### src/design/longest_bitonic_subsequence_macros.svh
// ============================================================================
// Longest bitonic subsequence assertion macros
// Shared concurrent assertion forms used by the design files.
// ============================================================================
`ifndef LONGEST_BITONIC_SUBSEQUENCE_MACROS_SVH
`define LONGEST_BITONIC_SUBSEQUENCE_MACROS_SVH

// Condition that must hold at every clock edge outside reset.
`define LBS_ASSERT_ALWAYS(label, clk, rstn, cond, msg) \
    label: assert property (@(posedge clk) disable iff (!rstn) (cond)) else $error(msg);

// Consequence that must hold in the same cycle as the antecedent.
`define LBS_ASSERT_IMPL(label, clk, rstn, ante, cons, msg) \
    label: assert property (@(posedge clk) disable iff (!rstn) (ante) |-> (cons)) \
        else $error(msg);

// Consequence that must hold in the cycle after the antecedent.
`define LBS_ASSERT_NEXT(label, clk, rstn, ante, cons, msg) \
    label: assert property (@(posedge clk) disable iff (!rstn) (ante) |=> (cons)) \
        else $error(msg);

`endif

### src/design/lbs_pkg.sv
// ============================================================================
// Longest bitonic subsequence package
// Shared constants, controller states and controller/datapath interface types.
// ============================================================================
package lbs_pkg;

    localparam int DEF_MAX_ITEMS    = 8192;
    localparam int DEF_VALUE_WIDTH  = 32;
    localparam int LEN_WIDTH        = 14;
    localparam int LEN_MAX          = 16383;
    localparam int OUT_TDATA_WIDTH  = 16;

    typedef enum logic [2:0] {
        ST_IDLE,
        ST_SEARCH_RD,
        ST_SEARCH_CMP,
        ST_PLACE,
        ST_REV_INIT,
        ST_FETCH,
        ST_LOAD,
        ST_EMIT
    } lbs_state_t;

    // Commands from the controller to the datapath.
    typedef struct packed {
        logic take_input;
        logic search_step;
        logic place;
        logic rev;
        logic rev_init;
        logic load_rev;
        logic emit;
    } lbs_cmd_t;

    // Status from the datapath to the controller.
    typedef struct packed {
        logic search_done;
        logic full;
        logic last_item;
        logic pos_last;
        logic out_busy;
    } lbs_status_t;

endpackage

### src/design/lbs_ctrl.sv
// ============================================================================
// Longest bitonic subsequence controller
// Sequences the forward pass, the reverse pass and the result hand-off.
// ============================================================================
module lbs_ctrl (
    input  logic                 aclk,
    input  logic                 aresetn,
    input  logic                 s_axis_tvalid,
    input  logic                 s_axis_tlast,
    output logic                 s_axis_tready,
    input  lbs_pkg::lbs_status_t status,
    output lbs_pkg::lbs_cmd_t    cmd
);

    lbs_pkg::lbs_state_t state_reg, state_next;
    logic                rev_reg, rev_next;

    always_ff @(posedge aclk) begin
        if (!aresetn) begin
            state_reg <= lbs_pkg::ST_IDLE;
            rev_reg   <= 1'b0;
        end else begin
            state_reg <= state_next;
            rev_reg   <= rev_next;
        end
    end

    // Next state.
    always_comb begin
        state_next = state_reg;
        rev_next   = rev_reg;
        unique case (state_reg)
            lbs_pkg::ST_IDLE: begin
                if (s_axis_tvalid) begin
                    if (!status.full) begin
                        state_next = lbs_pkg::ST_SEARCH_RD;
                    end else if (s_axis_tlast) begin
                        state_next = lbs_pkg::ST_REV_INIT;
                    end
                end
            end
            lbs_pkg::ST_SEARCH_RD: begin
                state_next = status.search_done ? lbs_pkg::ST_PLACE : lbs_pkg::ST_SEARCH_CMP;
            end
            lbs_pkg::ST_SEARCH_CMP: begin
                state_next = lbs_pkg::ST_SEARCH_RD;
            end
            lbs_pkg::ST_PLACE: begin
                if (rev_reg) begin
                    state_next = status.pos_last ? lbs_pkg::ST_EMIT : lbs_pkg::ST_FETCH;
                end else begin
                    state_next = status.last_item ? lbs_pkg::ST_REV_INIT : lbs_pkg::ST_IDLE;
                end
            end
            lbs_pkg::ST_REV_INIT: begin
                state_next = lbs_pkg::ST_FETCH;
                rev_next   = 1'b1;
            end
            lbs_pkg::ST_FETCH: begin
                state_next = lbs_pkg::ST_LOAD;
            end
            lbs_pkg::ST_LOAD: begin
                state_next = lbs_pkg::ST_SEARCH_RD;
            end
            lbs_pkg::ST_EMIT: begin
                if (!status.out_busy) begin
                    state_next = lbs_pkg::ST_IDLE;
                    rev_next   = 1'b0;
                end
            end
            default: begin
                state_next = lbs_pkg::ST_IDLE;
            end
        endcase
    end

    // Outputs.
    always_comb begin
        cmd           = '0;
        cmd.rev       = rev_reg;
        s_axis_tready = 1'b0;
        unique case (state_reg)
            lbs_pkg::ST_IDLE: begin
                s_axis_tready  = 1'b1;
                cmd.take_input = s_axis_tvalid;
            end
            lbs_pkg::ST_SEARCH_CMP: begin
                cmd.search_step = 1'b1;
            end
            lbs_pkg::ST_PLACE: begin
                cmd.place = 1'b1;
            end
            lbs_pkg::ST_REV_INIT: begin
                cmd.rev_init = 1'b1;
            end
            lbs_pkg::ST_LOAD: begin
                cmd.load_rev = 1'b1;
            end
            lbs_pkg::ST_EMIT: begin
                cmd.emit = !status.out_busy;
            end
            lbs_pkg::ST_SEARCH_RD,
            lbs_pkg::ST_FETCH: begin
            end
            default: begin
            end
        endcase
    end

endmodule

### config.mk
export PLATFORM = sky130hd
export DESIGN_NAME = lbs_ctrl
export DESIGN_NICKNAME = d
export VERILOG_FILES = /design/src/design/longest_bitonic_subsequence_macros.svh /design/src/design/lbs_pkg.sv /design/src/design/lbs_ctrl.sv
export SDC_FILE = /design/constraint.sdc
export NUM_CORES = 1
export LEC_CHECK = 0
export BUFFER_PORTS_ARGS = -buffer_cell sky130_fd_sc_hd__buf_2
export CORE_AREA = 2 2 39 41
export CTS_CLUSTER_SIZE = 8
export DETAILED_ROUTE_END_ITERATION = 8
export DIE_AREA = 0 0 41 43
export GPL_TIMING_DRIVEN = 0
export PLACE_DENSITY = 0.51
export SYNTH_ARGS = -nofsm -noshare
export SYNTH_HDL_FRONTEND = slang
export SYNTH_SLANG_ARGS = --single-unit
### constraint.sdc
create_clock -name aclk -period 1.4 [get_ports aclk]
set_input_delay 0.14 -clock aclk [delete_from_list [all_inputs] [get_ports aclk]]
set_output_delay 0.14 -clock aclk [all_outputs]
set_load 0.03 [all_outputs]
==> results of run 1 <==
[power groups by stage]
stage	Combinational (mW)	Sequential [mW]	Clock [mW]
2_1_floorplan	0.118	0.131	0
3_3_place_gp	0.159	0.132	0
3_5_place_dp	0.158	0.133	0
4_1_cts	0.161	0.131	0.152
5_1_grt	0.187	0.131	0.157
6_report	0.172	0.131	0.142
[placed cells by master, fill, tap and decap left out, types with 2 or more instances in the layout]
| master | instances |
|---|---|
| a31oi_1 | 2 |
| buf_2 | 16 |
| buf_4 | 2 |
| buf_6 | 3 |
| clkbuf_4 | 3 |
| dfxtp_1 | 4 |
| inv_1 | 3 |
| nand2_1 | 4 |
| nor2_1 | 3 |
| o21ai_0 | 2 |
[what timing repair did]
item,4_1_cts,5_1_grt
gates resized for setup,1,1
setup buffers,0,1
pin swaps,0,1
endpoints found under the setup margin,1,1
[logic make-up after synthesis]
family | count (synthesis) | share of synthesized area [%]
AND/OR/NAND/NOR | 15 | 33.62
multiplexers | 1 | 3.448
flip-flops | 4 | 27.59
AO/OA/AOI/OAI | 8 | 19.40
buffers and inverters | 7 | 15.95
[metrics by stage]
stage	cells	hold WS (ns)
floorplan	35	0.2658
global placement	67	0.4175
detailed placement	67	0.4084
CTS	70	0.1618
global route	71	0.1739
finish	71	0.1714
[final cells by class]
type	instances	area, um2	area share (%)
multi-input combinational	24	168.9	39.13
timing repair buffer	17	93.84	21.74
sequential	4	80.08	18.55
buffer	4	35.03	8.116
clock buffer	3	22.52	5.217
tap	16	20.02	4.638
inverter	3	11.26	2.609
[per-layer routing]
metal  global-route usage, %  up-vias
li1                        -      161
met1                   12.18      128
met2                   10.31       15
met3                   6.283        0
met4                   2.000        0
met5                       0        -
[worst paths after layout]
kind,startpoint,to,slack [ns]
worst min-delay path,status[0],state_reg[0],0.17
worst max register to register,state_reg[1],state_reg[0],0.22
worst min register to register,rev_reg,state_reg[1],0.58
worst max-delay path,state_reg[1],cmd[6],0.08
==> metrics.md, run 1 <==
| Metric | Value |
|---|---|
| GRT Util Overall | 8.626% |
| Prevailing post-synth register cell | dfxtp_1 |
| Worst slack, placed | 0.2493 ns |
| Req. time, crit path | 1.26 ns |
| Total CTS buffers | 3 |
| Layout area overhead | 48.71% |
| Syn. warnings | 0 |
| Largest net degree at the start of global routing | 11 |
| Clock-pin slew of the registers on the worst-case setup and hold paths | 0.04 ns |
| Pins over their slew limit | 0 |
| Vert. Die Dim | 43 um |
| Maxcap violations | 0 |
| Yosys top cell area share | 27.59% |
| Post-Syn Instances | 35 |
| DR iter-0 viols | 4 |
| Total number of vias | 304 |
| Gate power share | 38.6% |
| RSZ-0062 raised after global routing | no |
| Cell Pwr Density | 1029 mW/mm2 |
| Hold path cells | 2 |
| Crit path buf inv count | 2 |
| Netlist cell types | 21 |
| FILL cells | 156 |
| IO Pins | 17 |
| WL per Instance | 9.958 um |
| Tmin final | 1.320 ns |
| Met3 Routed Length | 61 um |
| CP delay by family, top | simple AND/OR/NAND/NOR gates |
| Final setup margin | 0.07957 ns |
| Clk root buf | clkbuf_4 |
| FF-to-FF path depth | 5 |
| Worst Tran Pin Value | 0.1880 ns |
| Largest register FFs | 3 |
| H-tree lvl count | 1 |
| Seq/Total Area, Yosys | 27.59% |
| Vias in the first global route | 240 |
| FP Rows | 14 |
| Psw | 0.1474 mW |
| Final core occ | 31.19% |
| Clk sinks | 4 |
| # setup viols final | 0 |
| Worst skew pair latency | 0.23 ns |
| DRT met1 WL | 369 um |
| Total core area | 0.001384 mm2 |
| Met2 WL post-DR | 276 um |
| Critical setup path kind | reg -> out |
| Routability cong. | 0.6841 |
| Status | finished, final reports clean |
| Slowest cell on crit path | dfxtp_1 |
| Async SR Flop Fraction | 0% |
| HP Class | in -> reg |
| Antenna Nets Post-Route | 0 |
| Sw Ratio | 33.20% |
| Critical Path, Cell by Cell | buf_6 > nor3_4 > and2_2 > buf_6 |
| Final nets | 66 |
| Maximum VDD drop | 296.8 uV |
| CTS tree | yes |
| Mapped Nets | 44 |
| Reg power frac | 29.4% |
| Crit path max fanout | 9 |
| Syn_area_per_cell | 8.294 um2 |
| Total Routed Length | 707 um |
| Final setup TNS | 0 ns |
| Share of cells above drive strength 1 | 54.55% |
| Remaining global-route overflow | 0 |
| Clock skew | 0.0003574 ns |
| Most frequent CP cell | buf_6 |
| Crit path DAT | 1.18 ns |
| First-pass GRT wire length | 1007 um |
| Post-synth EDFFs | 0 |
| Initial antenna violation count | 0 |
| # port buffers | 16 |
| Synth top cells by count | 4 x dfxtp_1, 4 x nand2_1, 3 x inv_1, 3 x nor2_1 |
| Longest Clk Path Bufs | 2 |
| Fin area | 431.7 um2 |
| DR vias/cell | 4.282 |
| Power Total | 0.4441 mW |
| Cell taking the most area after synthesis | dfxtp_1 |
| Crit path depth | 4 |
| Detailed Place HPWL | 523.5 um |
| DIE AREA | 0.001763 mm2 |
| Clock share of power | 31.9% |
| Final worst path period share | 94.32% |
| Top Layer Used | met3 |
| ANT cells | 0 |
| Initial Utilization | 20.98% |
| Critical Path Start Type | flop |
| #FFs+latches synth | 4 |
| Int Pwr | 0.2967 mW |
| Nature of the critical path endpoint | primary output |
| Final hold vios | 0 |
| DRC viols | 0 |
| Area contributors post-synth | dfxtp_1 28%, buf_6 7.8%, nor3_4 5.6% |
| Relative slew margins | 87.45% |
| Mapped Area | 290.3 um2 |
| Die X-Extent | 41 um |
| CP peak stage delay | 0.30 ns |
| Fmax | 0.7573 GHz |
| TritonRoute pass-1 iters | 2 |
| Placed Instance Area | 395.4 um2 |
| Hold-fix buffers, CTS | 0 |
| Leak Pwr | 0.2168 nW |
Power figures use the tool's default switching activity.
==> inputs of run 2 (changes only) <==
--- a/config.mk
+++ b/config.mk
@@ -12,6 +12,7 @@
 export DIE_AREA = 0 0 41 43
 export GPL_TIMING_DRIVEN = 0
 export PLACE_DENSITY = 0.51
+export SETUP_SLACK_MARGIN = 0.2
 export SYNTH_ARGS = -nofsm -noshare
 export SYNTH_HDL_FRONTEND = slang
 export SYNTH_SLANG_ARGS = --single-unit
==> run 2 against run 1 <==
  * Fmax rose by 1.2%
  * Non-clock buffer count rose by 8
  * Final area rose by 23%
  * Setup slack improved by 0.016 ns
  * Register-to-register slack got worse by 0.05 ns
  * Combinational power rose by 36%
==> metrics.md, run 2 (synthesized netlist as in run 1, its figures left out) <==
| Metric | Value |
|---|---|
| Status | finished, final reports clean |
| Total CTS buffers | 3 |
| Maximum VDD drop | 422.6 uV |
| Share of cells above drive strength 1 | 63.49% |
| HP Class | in -> reg |
| # setup viols final | 0 |
| Register area | 81.33 um2 |
| Pins over their slew limit | 0 |
| FILL cells | 159 |
| Initial Utilization | 20.98% |
| Final nets | 74 |
| FF-to-FF path depth | 6 |
| Clk root buf | clkbuf_4 |
| Commonest non-fill, non-tap cells in the layout | 11 x buf_4, 10 x buf_2, 8 x buf_6 |
| First-pass GRT wire length | 1207 um |
| Most common cell after layout, fill and taps aside | buf_4 |
| Crit path DAT | 1.16 ns |
| Final hold vios | 0 |
| DRC viols | 0 |
| Placed Instances | 67 |
| Largest register FFs | 3 |
| Total Routed Length | 794 um |
| Final worst path period share | 93.20% |
| Area of the multi-input gates | 175.2 um2 |
| Worst Tran Pin Value | 0.1716 ns |
| Clock skew | 0.001868 ns |
| Layout area overhead | 83.62% |
| Maxcap violations | 0 |
| CTS tree | yes |
| Cell Count, Final, Fillers Out | 79 |
| # port buffers | 16 |
| Remaining global-route overflow | 0 |
| Int Pwr | 0.3478 mW |
| Fmax | 0.7664 GHz |
| Psw | 0.1610 mW |
| Nature of the critical path endpoint | primary output |
| Leak Pwr | 0.2681 nW |
| Routability cong. | 0.7283 |
| Placed Instance Area | 400.4 um2 |
| Hold-fix buffers, CTS | 0 |
| Gate power share | 46.1% |
| DIE AREA | 0.001763 mm2 |
| Vert. Die Dim | 43 um |
| Crit path max fanout | 5 |
| Hold_ws | 0.1642 ns |
| Power Total | 0.5088 mW |
| Largest net degree at the start of global routing | 10 |
| R2r startpoint | state_reg[2] |
| DR iter-0 viols | 5 |
| RSZ-0062 raised after global routing | yes |
| TritonRoute pass-1 iters | 5 |
| Initial antenna violation count | 0 |
| ANT cells | 0 |
| Total core area | 0.001384 mm2 |
| Worst skew pair latency | 0.23 ns |
| Cell Pwr Density | 954.5 mW/mm2 |
| Vias in the first global route | 278 |
| Clock share of power | 27.9% |
| H-tree lvl count | 1 |
| DR vias/cell | 4.278 |
| Hold_sp | status[0] |
| CP Launch Point | state_reg[2] |
| Final setup TNS | 0 ns |
| Tmin final | 1.305 ns |
| Sw Ratio | 31.64% |
| Fin area | 533.0 um2 |
| Die X-Extent | 41 um |
| Critical setup path kind | reg -> out |
| Hold path cells | 2 |
| Longest Clk Path Bufs | 2 |
| GRT Util Overall | 10.76% |
| Clk sinks | 4 |
| Total number of vias | 338 |
| IO Pins | 17 |
| FP Rows | 14 |
| Antenna Nets Post-Route | 0 |
| Relative slew margins | 88.44% |
| WL per Instance | 10.05 um |
| Clock-pin slew of the registers on the worst-case setup and hold paths | 0.04 ns |
| Critical Path Start Type | flop |
| Reg power frac | 26.0% |
| Req. time, crit path | 1.26 ns |
-- run 2: repair_timing --
item / 4_1_cts / 5_1_grt
buffers inserted: 5 / 3
cloned: 1 / 0
pin swaps: 3 / 6
gates resized for setup: 14 / 3
setup endpoints to repair: 6 / 9
-- run 2: layer usage --
layer  track usage [%]  wire length [um]  up-vias
li1                  -                 -      177
met2             13.44               379       16
met4             6.000                 0        0
met5                 0                 0        -
met3             6.283                59        0
met1             13.92               356      145
-- run 2: critical path: stages, from the launching register on --
cell	delay, ns
dfxtp_2	0.31
buf_6	0.12
nor3_4	0.21
and2_4	0.17
buf_6	0.12
-- run 2: power groups by stage --
stage	combinational, mW	clock (mW)	sequential [mW]
floorplan	0.119	0	0.131
global placement	0.160	0	0.132
detailed placement	0.160	0	0.132
CTS	0.216	0.154	0.133
global route	0.250	0.170	0.133
finish	0.234	0.142	0.133
-- run 2: area by class of cell --
cell class	instances	area share (%)
Timing Repair Buffer	25	34.04
Tap cell	16	3.756
Multi-Input combinational cell	24	32.86
Inverter	3	2.113
Buffer	4	7.746
Clock buffer	3	4.225
Sequential cell	4	15.26
-- run 2: path summary, 6_finish.rpt --
path / slack [ns] / end
max: 0.1 / cmd[6]
min: 0.16 / state_reg[0]
max reg2reg: 0.17 / state_reg[0]
min reg2reg: 0.57 / state_reg[1]
-- run 2: per-stage QoR --
stage	utilization, %	setup slack [ns]
floorplan	-	0.1340
global placement	28.93	0.2588
detailed placement	28.93	0.2442
CTS	36.44	0.07216
global route	38.52	0.02784
finish	38.52	0.09525
